<file path="src/rtl/gaitd_pkg.sv">
`default_nettype none

package gaitd_pkg;

  localparam int FORCE_IN_W = 15;
  localparam int GAP_W      = 16;
  localparam int REG_IDX_W  = 3;

  // configuration register indexes
  localparam logic [REG_IDX_W-1:0] REG_SWING_GAP     = 3'd0;
  localparam logic [REG_IDX_W-1:0] REG_HEEL_OFF_EN   = 3'd1;
  localparam logic [REG_IDX_W-1:0] REG_FORE_A_CONTACT = 3'd2;
  localparam logic [REG_IDX_W-1:0] REG_FORE_A_LIFTOFF = 3'd3;
  localparam logic [REG_IDX_W-1:0] REG_FORE_B_CONTACT = 3'd4;
  localparam logic [REG_IDX_W-1:0] REG_FORE_B_LIFTOFF = 3'd5;
  localparam logic [REG_IDX_W-1:0] REG_HEEL_CONTACT  = 3'd6;
  localparam logic [REG_IDX_W-1:0] REG_HEEL_LIFTOFF  = 3'd7;

  localparam int               RESET_TH      = 256;
  localparam logic [GAP_W-1:0] RESET_GAP     = 16'd0;
  localparam logic             RESET_HEEL_EN = 1'b1;

  typedef enum logic [1:0] {
    EV_NONE     = 2'd0,
    EV_CONTACT  = 2'd1,
    EV_FOOT_OFF = 2'd2
  } gaitd_event_t;

  // threshold compare results for one tick
  typedef struct packed {
    logic a_contact;
    logic a_lift;
    logic b_contact;
    logic b_lift;
    logic h_contact;
    logic h_lift;
    logic heel_off_en;
  } gaitd_cmp_t;

endpackage

`default_nettype wire

</file>
<file path="src/rtl/gaitd_thresh.sv">
`default_nettype none

module gaitd_thresh #(
  parameter int FORCE_WIDTH = 16
) (
  input  logic                                        clk,
  input  logic                                        rst_n,
  input  logic                                        wr_en,
  input  logic [gaitd_pkg::REG_IDX_W-1:0]             wr_index,
  input  logic [((FORCE_WIDTH > 16) ? FORCE_WIDTH : 16)-1:0] wr_data,
  input  logic [gaitd_pkg::FORCE_IN_W-1:0]            fore_a,
  input  logic [gaitd_pkg::FORCE_IN_W-1:0]            fore_b,
  input  logic [gaitd_pkg::FORCE_IN_W-1:0]            heel,
  output gaitd_pkg::gaitd_cmp_t                       cmp,
  output logic [gaitd_pkg::GAP_W-1:0]                 swing_gap
);
  import gaitd_pkg::*;

  localparam int CMPW = ((FORCE_WIDTH > FORCE_IN_W) ? FORCE_WIDTH : FORCE_IN_W) + 1;
  localparam logic signed [FORCE_WIDTH-1:0] TH_RST = FORCE_WIDTH'(RESET_TH);

  logic [GAP_W-1:0]              gap_r;
  logic                          heel_en_r;
  logic signed [FORCE_WIDTH-1:0] a_con_r, a_lift_r, b_con_r, b_lift_r, h_con_r, h_lift_r;
  logic signed [FORCE_WIDTH-1:0] wr_th;

  assign wr_th = wr_data[FORCE_WIDTH-1:0];

  always_ff @(posedge clk) begin
    if (!rst_n) begin
      gap_r     <= RESET_GAP;
      heel_en_r <= RESET_HEEL_EN;
      a_con_r   <= TH_RST;
      a_lift_r  <= TH_RST;
      b_con_r   <= TH_RST;
      b_lift_r  <= TH_RST;
      h_con_r   <= TH_RST;
      h_lift_r  <= TH_RST;
    end else if (wr_en) begin
      case (wr_index)
        REG_SWING_GAP:      gap_r     <= wr_data[GAP_W-1:0];
        REG_HEEL_OFF_EN:    heel_en_r <= wr_data[0];
        REG_FORE_A_CONTACT: a_con_r   <= wr_th;
        REG_FORE_A_LIFTOFF: a_lift_r  <= wr_th;
        REG_FORE_B_CONTACT: b_con_r   <= wr_th;
        REG_FORE_B_LIFTOFF: b_lift_r  <= wr_th;
        REG_HEEL_CONTACT:   h_con_r   <= wr_th;
        REG_HEEL_LIFTOFF:   h_lift_r  <= wr_th;
        default: ;
      endcase
    end
  end

  // force at or above threshold; force is unsigned, threshold two's complement
  function automatic logic at_or_above(input logic [FORCE_IN_W-1:0] f,
                                       input logic signed [FORCE_WIDTH-1:0] th);
    logic signed [CMPW-1:0] f_ext;
    logic signed [CMPW-1:0] th_ext;
    f_ext  = signed'(CMPW'(f));
    th_ext = CMPW'(th);
    return f_ext >= th_ext;
  endfunction

  always_comb begin
    cmp.a_contact   = at_or_above(fore_a, a_con_r);
    cmp.a_lift      = !at_or_above(fore_a, a_lift_r);
    cmp.b_contact   = at_or_above(fore_b, b_con_r);
    cmp.b_lift      = !at_or_above(fore_b, b_lift_r);
    cmp.h_contact   = at_or_above(heel, h_con_r);
    cmp.h_lift      = !at_or_above(heel, h_lift_r);
    cmp.heel_off_en = heel_en_r;
  end

  assign swing_gap = gap_r;

endmodule

`default_nettype wire

</file>
<file path="src/rtl/gaitd_fsm.sv">
`default_nettype none

module gaitd_fsm #(
  parameter int TICK_COUNT_WIDTH = 16
) (
  input  logic                          clk,
  input  logic                          rst_n,
  input  logic                          advance,
  input  gaitd_pkg::gaitd_cmp_t         cmp,
  input  logic [gaitd_pkg::GAP_W-1:0]   swing_gap,
  output gaitd_pkg::gaitd_event_t       event_nxt,
  output logic                          swing_nxt
);
  import gaitd_pkg::*;

  localparam int GCW = (TICK_COUNT_WIDTH > GAP_W) ? TICK_COUNT_WIDTH : GAP_W;

  logic                        swing_r, toe_r;
  logic                        toe_nxt;
  logic [TICK_COUNT_WIDTH-1:0] cnt_r, cnt_nxt, cnt_inc;
  logic                        gap_met;

  // saturating increment, then compare against the gap
  assign cnt_inc = (&cnt_r) ? cnt_r : cnt_r + 1'b1;
  assign gap_met = GCW'(cnt_inc) >= GCW'(swing_gap);

  always_comb begin
    swing_nxt = swing_r;
    toe_nxt   = toe_r;
    cnt_nxt   = cnt_r;
    if (swing_r) begin
      cnt_nxt = cnt_inc;
      if (gap_met && cmp.h_contact) swing_nxt = 1'b0;
    end else if (toe_r) begin
      if (cmp.a_contact || cmp.b_contact) toe_nxt = 1'b0;
    end else if (cmp.a_lift && cmp.b_lift && (!cmp.heel_off_en || cmp.h_lift)) begin
      swing_nxt = 1'b1;
      toe_nxt   = 1'b1;
      cnt_nxt   = '0;
    end
  end

  always_comb begin
    if (swing_nxt == swing_r) event_nxt = EV_NONE;
    else if (swing_nxt)       event_nxt = EV_FOOT_OFF;
    else                      event_nxt = EV_CONTACT;
  end

  always_ff @(posedge clk) begin
    if (!rst_n) begin
      swing_r <= 1'b0;
      toe_r   <= 1'b0;
      cnt_r   <= '0;
    end else if (advance) begin
      swing_r <= swing_nxt;
      toe_r   <= toe_nxt;
      cnt_r   <= cnt_nxt;
    end
  end

endmodule

`default_nettype wire

</file>
<file path="src/rtl/gait_event_detector_top.sv">
// Gait event detector, one instance per foot.
//
// Input channel (in_valid / in_stall): one beat per detector tick, carrying
// the calibrated forefoot A, forefoot B and heel forces. A beat is taken at a
// rising edge with in_valid high and in_stall low.
// Output channel (out_valid / out_stall): exactly one beat per input beat,
// with the gait event (none, initial contact, foot off) and the swing state
// after that tick, in input order.
// Configuration channel (cfg_valid / cfg_ready): register index and data;
// cfg_ready is always high. Write only while no tick is in flight.
//
// Throughput: one tick per cycle while the receiver does not stall. A taken
// beat is held in the input register, which feeds the threshold compares
// and the stance/swing update, which land in the output register.
// When the receiver stalls, the output beat holds and the input register
// fills; in_stall then rises and follows out_stall until the output drains.
// Reset (rst_n low, synchronous) empties both stages, returns to stance with
// toe-off clear and the tick counter at zero, and restores register defaults.
`default_nettype none

module gait_event_detector_top #(
  parameter int TICK_COUNT_WIDTH = 16,
  parameter int FORCE_WIDTH      = 16
) (
  input  logic                                        clk,
  input  logic                                        rst_n,
  input  logic                                        in_valid,
  output logic                                        in_stall,
  input  logic [14:0]                                 in_fore_a_force,
  input  logic [14:0]                                 in_fore_b_force,
  input  logic [14:0]                                 in_heel_force,
  output logic                                        out_valid,
  input  logic                                        out_stall,
  output logic [1:0]                                  out_gait_event,
  output logic                                        out_in_swing,
  input  logic                                        cfg_valid,
  output logic                                        cfg_ready,
  input  logic [gaitd_pkg::REG_IDX_W-1:0]             cfg_index,
  input  logic [((FORCE_WIDTH > 16) ? FORCE_WIDTH : 16)-1:0] cfg_data
);
  import gaitd_pkg::*;

  logic                  s1_valid_r;
  logic [FORCE_IN_W-1:0] s1_fa_r, s1_fb_r, s1_fh_r;
  logic                  out_valid_r;
  gaitd_event_t          event_r, event_nxt;
  logic                  swing_r, swing_nxt;
  logic                  out_adv, in_take;
  gaitd_cmp_t            cmp;
  logic [GAP_W-1:0]      swing_gap;

  // output register moves when empty or being taken
  assign out_adv  = !out_valid_r || !out_stall;
  assign in_stall = s1_valid_r && !out_adv;
  assign in_take  = in_valid && !in_stall;
  assign cfg_ready = 1'b1;

  // input register
  always_ff @(posedge clk) begin
    if (!rst_n) begin
      s1_valid_r <= 1'b0;
    end else if (!in_stall) begin
      s1_valid_r <= in_valid;
    end
  end

  always_ff @(posedge clk) begin
    if (in_take) begin
      s1_fa_r <= in_fore_a_force;
      s1_fb_r <= in_fore_b_force;
      s1_fh_r <= in_heel_force;
    end
  end

  gaitd_thresh #(
    .FORCE_WIDTH (FORCE_WIDTH)
  ) u_thresh (
    .clk       (clk),
    .rst_n     (rst_n),
    .wr_en     (cfg_valid && cfg_ready),
    .wr_index  (cfg_index),
    .wr_data   (cfg_data),
    .fore_a    (s1_fa_r),
    .fore_b    (s1_fb_r),
    .heel      (s1_fh_r),
    .cmp       (cmp),
    .swing_gap (swing_gap)
  );

  // state advances once per tick, as the tick moves into the output register
  gaitd_fsm #(
    .TICK_COUNT_WIDTH (TICK_COUNT_WIDTH)
  ) u_fsm (
    .clk       (clk),
    .rst_n     (rst_n),
    .advance   (s1_valid_r && out_adv),
    .cmp       (cmp),
    .swing_gap (swing_gap),
    .event_nxt (event_nxt),
    .swing_nxt (swing_nxt)
  );

  // output register; hold while stalled
  always_ff @(posedge clk) begin
    if (!rst_n) begin
      out_valid_r <= 1'b0;
    end else if (out_adv) begin
      out_valid_r <= s1_valid_r;
    end
  end

  always_ff @(posedge clk) begin
    if (out_adv && s1_valid_r) begin
      event_r <= event_nxt;
      swing_r <= swing_nxt;
    end
  end

  assign out_valid      = out_valid_r;
  assign out_gait_event = event_r;
  assign out_in_swing   = swing_r;

endmodule

`default_nettype wire

</file>
<file path="config.mk">
export PLATFORM = sky130hd
export DESIGN_NAME = gait_event_detector_top
export DESIGN_NICKNAME = d
export VERILOG_FILES = /design/src/rtl/gaitd_pkg.sv /design/src/rtl/gaitd_thresh.sv /design/src/rtl/gaitd_fsm.sv /design/src/rtl/gait_event_detector_top.sv
export SDC_FILE = /design/constraint.sdc
export NUM_CORES = 1
export LEC_CHECK = 0
export BUFFER_PORTS_ARGS = -buffer_cell sky130_fd_sc_hd__buf_4
export CELL_PAD_IN_SITES_DETAIL_PLACEMENT = 1
export CELL_PAD_IN_SITES_GLOBAL_PLACEMENT = 2
export CORE_MARGIN = 2
export CORE_UTILIZATION = 40
export DETAILED_ROUTE_END_ITERATION = 8
export GPL_ROUTABILITY_DRIVEN = 0
export PLACE_DENSITY = 0.93
export SETUP_SLACK_MARGIN = 0.02
export SLEW_MARGIN = 20
export SYNTH_ARGS = -nofsm -noshare
export SYNTH_HDL_FRONTEND = slang
export SYNTH_SLANG_ARGS = --single-unit
export TNS_END_PERCENT = 20
</file>
<file path="constraint.sdc">
create_clock -name clk -period 5.17 [get_ports clk]
set_input_delay 0.7755 -clock clk [delete_from_list [all_inputs] [get_ports clk]]
set_output_delay 0.7755 -clock clk [all_outputs]
set_load 0.05 [all_outputs]
</file>
==> results.toml, run 1 <==
[global_route]
grt_max_degree = 73
antenna_found_initial = 0
overflow = 0
grt_pass1_vias = 7725
grtUsageTotal_pct = 22.1
grt_pass1_wl_um = 41300

[clock_network]
post_cts_resized = 0
cts_tree = "done"
ctsHoldBuffers = 0
clkTransAtPathRegs_ps = 70
clk_latency_ps = 440
clock_sinks = 181
htreeDepth = 4
cts_buffers = 17
cts_buffer_depth = 2
cts-root-buf = "clkbuf_16"
post-cts-setup-buffer-count = 0

[setup_path]
cp_slowest_cell = "nor3_1"
required_ps = 5350
crit_arrival_ps = 3790
crit_family = "simple AND/OR/NAND/NOR gates"
worstPathMaxFanout = 8
end_kind = "flip-flop"
critPathMaxStageDelay_ps = 500
worstPathCellList = "and4_1 -> nand3_1 -> nor3_1 -> nor2_1 -> and3_1 -> xnor2_1 -> ha_1 -> a2111oi_0 -> a21oi_1 -> o31a_1 -> and2_1"
path_buf_inv = 0
worstSetupStartpointType = "flip-flop"
path_class = "flip-flop to flip-flop"

[routing]
wl_per_cell_um = 18.0
drt_iter0_markers = 430
postRouteAntennaNets = 0
drc = 0
vias = 7490
drt-total-wl_um = 25500
viasPerCell = 5.29
dr.pass1.iters = 5

[power]
finalPower_mw = 3.13
p_int_mw = 2.33
switching_share_pct = 25.4
pwr-share-clk_pct = 41.7
p_sw_uw = 794
ir_drop_mv = 0.184
power.density_mw_per_mm2 = 296
p_leak_nw = 3.97
comb_power_share_pct = 9.5
power_frac_seq_pct = 48.8

[sta]
fmax_ghz = 0.278
drv_slew = 0
setup_slack_ps = 1570
worstMarginPinSlew_ps = 1090
max_slew_margin_pct = 25.4
fin_skew_ps = 14.3
period_share_pct = 69.7
hold_viol_final = 0
setup_viol = 0
fin_setup_tns_ps = 0
rsz0062_at_grt = "false"
fin_crit_ps = 3600

[placed_design]
dpl.hpwl_um = 17700
place_ws_ps = 1660
portBuffers = 73

[yosys]
ys_types = 59
synthFlopType = "dfxtp_1"
yosysSeqAreaShare_pct = 44.9
syn_avg_cell_area_um2 = 8.62
syn_inst = 1061
synth_area_mm2 = 0.00915
ys_ff_latch = 181
synthArstFlopShare_pct = 0
syn_nets = 1237
yosysWarnings = 0
synth_edf_count = 48

[finish]
drive_above_1_share_pct = 10.7
final_net_count = 1295
utilization_pct = 46.7
diodes = 0
syn2layout_area_growth_pct = 15.3

[die]
die_h_um = 155
start_util_pct = 40.5
coreArea_mm2 = 0.0226
dieArea_mm2 = 0.0241
fp-row-count = 55
io_pins = 75
die_x_um = 155

[min_path]
hold_path.class = "flip-flop to flip-flop"

[status]
status = "finished clean"

[job]
drv_cap = 0
==> synth_stat cells, types with 7 or more instances <==
cell / number / share of area [%]
a22o_1: 8 / 0.77
clkbuf_1: 38 / 1.6
nand3_1: 23 / 1.3
ha_1: 107 / 15
a21o_1: 12 / 0.98
o211ai_1: 11 / 0.90
inv_1: 112 / 4.6
dfxtp_1: 133 / 29
o21ai_0: 20 / 1.1
nor3_1: 16 / 0.88
nand4_1: 16 / 1.1
nor2b_1: 7 / 0.48
a21oi_1: 141 / 7.7
nand2_1: 251 / 10
xnor2_1: 9 / 0.86
edfxtp_1: 48 / 16
nor2_1: 30 / 1.2
==> power by group through the flow <==
stage / registers [mW] / logic (mW) / clock network (mW)
3_3_place_gp: 1.56 / 0.286 / 0
3_5_place_dp: 1.56 / 0.297 / 0
4_1_cts: 1.53 / 0.301 / 1.33
5_1_grt: 1.53 / 0.337 / 1.40
6_report: 1.53 / 0.298 / 1.30
2_1_floorplan: 1.55 / 0.164 / 0
==> metal layers <==
layer,vias to the layer above,share of wire (%),GRT usage (%),wire (µm)
li1,3737,-,-,-
met1,3630,47,29.6,12000
met2,101,48,38.0,12300
met3,22,3.2,2.90,811
met4,0,1.3,5.37,344
met5,-,0,0,0
==> state kept, by name, summed over array words and instances (netlist names), 16 cells and up <==
| register | cells |
|---|---|
| u_fsm.cnt_r | 16 |
| u_thresh.a_con_r | 16 |
| u_thresh.a_lift_r | 16 |
| u_thresh.b_con_r | 16 |
| u_thresh.b_lift_r | 16 |
| u_thresh.h_con_r | 16 |
| u_thresh.h_lift_r | 16 |
| u_thresh.swing_gap | 16 |
==> logic make-up after synthesis <==
group,count (synthesis),share of synthesized area (%)
other,1,0.0410
muxes,4,0.451
buffers and inverters,154,6.37
DFF,181,44.9
xor gates and xnor gates,11,1.05
AOI/OAI and AO/OA,230,15.0
and+or+nand+nor,373,17.6
adders and majority gates,107,14.6
==> layout make-up <==
type	count	area, µm²
timing repair buffer	80	601
inverter	113	425
tap	285	357
multi-input combinational	726	4480
fill	2692	12000
clock inverter	14	153
clock buffer	18	429
sequential	181	4100
==> cell usage in the layout (no fill, tap or decap), drive strengths merged, types with 6 or more instances in the layout <==
| master | netlist | final |
|---|---|---|
| nand2 | 251 | 251 |
| inv | 112 | 116 |
| clkinv | 1 | 7 |
| a21oi | 142 | 142 |
| nor2 | 30 | 30 |
| a21o | 12 | 12 |
| nand3 | 23 | 23 |
| ha | 107 | 107 |
| nor3 | 16 | 16 |
| edfxtp | 48 | 48 |
| clkbuf | 39 | 18 |
| a211oi | 6 | 6 |
| a22o | 8 | 8 |
| dfxtp | 133 | 133 |
| xnor2 | 9 | 9 |
| nand4 | 16 | 16 |
| buf | 2 | 80 |
| nor2b | 7 | 7 |
| o211ai | 11 | 11 |
| o21ai | 21 | 21 |
==> worst register-to-register path, stage by stage (launching register included) <==
cell       delay [ps]
dfxtp_1           470
and4_1            330
nand3_1           190
nor3_1            500
nor2_1            180
and3_1            270
xnor2_1           170
ha_1              270
a2111oi_0         360
a21oi_1           140
o31a_1            300
and2_1            170
==> per-stage QoR <==
step	hold slack, ps	cells	instance area, µm²
after detailed placement	447	1385	9960
after global placement	442	1385	9960
after global routing	472	1417	10500
final	455	1417	10500
after floorplan	436	1061	9150
after CTS	456	1417	10500
==> path summary, 6_finish.rpt <==
check / start / endpoint / slack, ps / cells after the start
setup / recovery: u_fsm.cnt_r[3]$_SDFFE_PN0P_ / out_gait_event[0]$_SDFFCE_PN0P_ / 1570 / 11
hold / removal: u_thresh.a_con_r[7]$_SDFFE_PN0P_ / u_thresh.a_con_r[7]$_SDFFE_PN0P_ / 460 / 2
setup reg to reg: u_fsm.cnt_r[3]$_SDFFE_PN0P_ / out_gait_event[0]$_SDFFCE_PN0P_ / 1570 / 11
hold reg to reg: u_thresh.a_con_r[7]$_SDFFE_PN0P_ / u_thresh.a_con_r[7]$_SDFFE_PN0P_ / 460 / 2
Note: power is estimated with default switching activity, not from simulation.
==> run 2, diff against run 1 <==
CORE_UTILIZATION = 33   (was 40)
PLACE_DENSITY = 0.83   (was 0.93)
clock period = 3.3 ns   (was 5.17 ns; I/O delays follow)
==> run 2 against run 1 <==
Clock-buffer cell count unchanged. Critical path type unchanged. Global-route usage down 3.2 points. Critical endpoint is now out_in_swing$_DFFE_PP_. Die area up 21%.
==> results.toml, run 2 (same netlist as run 1, synthesis figures left out) <==
[setup_path]
path_buf_inv = 1
path_class = "flip-flop to flip-flop"
crit_arrival_ps = 3270
worstSetupStartpointType = "flip-flop"
required_ps = 3470
critPathMaxStageDelay_ps = 440
reg2reg_from = "u_fsm.cnt_r[4]$_SDFFE_PN0P_"
cp_slowest_cell = "or3_4"
worstPathMaxFanout = 5
worstPathCellList = "and4_4 -> nand3_2 -> or3_4 -> buf_4 -> nand3_1 -> xnor2_1 -> ha_1 -> nand4_1 -> or4_1 -> a21oi_1 -> o31a_1 -> a21boi_0"
crit_family = "simple AND/OR/NAND/NOR gates"
crit_start = "u_fsm.cnt_r[4]$_SDFFE_PN0P_"
end_kind = "flip-flop"

[routing]
drt_iter0_markers = 490
vias = 7500
wl_per_cell_um = 17.2
viasPerCell = 4.93
postRouteAntennaNets = 0
drc = 0
drt-total-wl_um = 26200
dr.pass1.iters = 5

[die]
io_pins = 75
coreArea_mm2 = 0.0271
dieArea_mm2 = 0.0291
start_util_pct = 33.8
fp-row-count = 60
die_x_um = 170
die_h_um = 170

[sta]
fmax_ghz = 0.323
fin_skew_ps = 21.3
hold_viol_final = 0
worstMarginPinSlew_ps = 805
fin_setup_tns_ps = 0
setup_viol = 0
fin_crit_ps = 3100
period_share_pct = 93.9
drv_slew = 0
rsz0062_at_grt = "false"
max_slew_margin_pct = 46.2

[global_route]
grt_max_degree = 91
grt_pass1_wl_um = 42000
overflow = 0
antenna_found_initial = 0
grt_pass1_vias = 7728
grtUsageTotal_pct = 18.9

[finish]
diodes = 0
layout_commonest_cell = "nand2_1"
drive_above_1_share_pct = 12.6
mostFrequentLayoutCells = "251 x nand2_1, 141 x a21oi_1, 128 x dfxtp_1, 112 x inv_1, 107 x ha_1"
syn2layout_area_growth_pct = 18.2
fill_cells = 3204
final_net_count = 1311

[clock_network]
clkTransAtPathRegs_ps = 80
clock_sinks = 181
cts_buffers = 17
cts_tree = "done"
ctsHoldBuffers = 0
cts_buffer_depth = 2
cts-root-buf = "clkbuf_16"
htreeDepth = 4
clk_latency_ps = 440

[job]
drv_cap = 0

[status]
status = "finished clean"

[power]
ir_drop_mv = 0.335
power.density_mw_per_mm2 = 456
p_leak_nw = 4.05
finalPower_mw = 4.93

[placed_design]
dpl.hpwl_um = 18500
portBuffers = 73

[min_path]
min-delay-start = "in_fore_a_force[11]"
hold_path.class = "input port to flip-flop"
run 2: what timing repair did:
action | CTS | global route
setup endpoints to repair | 0 | 3
gates resized for setup | 0 | 10
setup buffers | 0 | 0
run 2: report_power, final:
| part | internal [mW] | switching (mW) |
|---|---|---|
| Combinational | 0.183 | 0.287 |
| Clock | 1.12 | 0.943 |
| Sequential | 2.35 | 0.0422 |
run 2: final timing paths:
check                                     end  slack, ps  depth (start not counted)
max reg2reg            out_in_swing$_DFFE_PP_        200                         12
min                     s1_fa_r[11]$_DFFE_PP_        220                          1
max                    out_in_swing$_DFFE_PP_        200                         12
min reg2reg  u_thresh.a_con_r[6]$_SDFFE_PN0P_        450                          2
run 2: cell type report:
class | instances | area, µm² | area share (%)
Multi-Input combinational cell | 726 | 4500 | 41.6
Sequential cell | 181 | 4110 | 38.0
Timing Repair Buffer | 96 | 733 | 6.78
Tap cell | 372 | 465 | 4.31
Clock buffer | 18 | 429 | 3.97
Inverter | 113 | 425 | 3.94
Clock inverter | 14 | 149 | 1.38
run 2: stage by stage:
step	cells	area (µm²)	setup WS (ps)	hold slack, ps	utilization, %
6_report	1520	10800	201	222	39.9
3_5_place_dp	1488	10200	116	447	37.6
5_1_grt	1520	10800	24.2	205	39.9
2_1_floorplan	1061	9150	103	436	-
3_3_place_gp	1488	10200	200	442	37.6
4_1_cts	1520	10800	72.3	210	39.8
run 2: worst register-to-register path: stages, from the launching register on:
cell,delay [ps]
dfxtp_2,360
and4_4,240
nand3_2,140
or3_4,440
buf_4,160
nand3_1,140
xnor2_1,110
ha_1,310
nand4_1,110
or4_1,410
a21oi_1,130
o31a_1,180
a21boi_0,90
run 2: routing by layer:
layer | vias to the layer above | share of wire, % | global-route usage [%]
met5 | - | 0 | 0
met4 | 0 | 1.2 | 4.27
met3 | 20 | 2.5 | 2.98
met2 | 112 | 47 | 32.0
met1 | 3599 | 49 | 25.4
li1 | 3769 | - | -
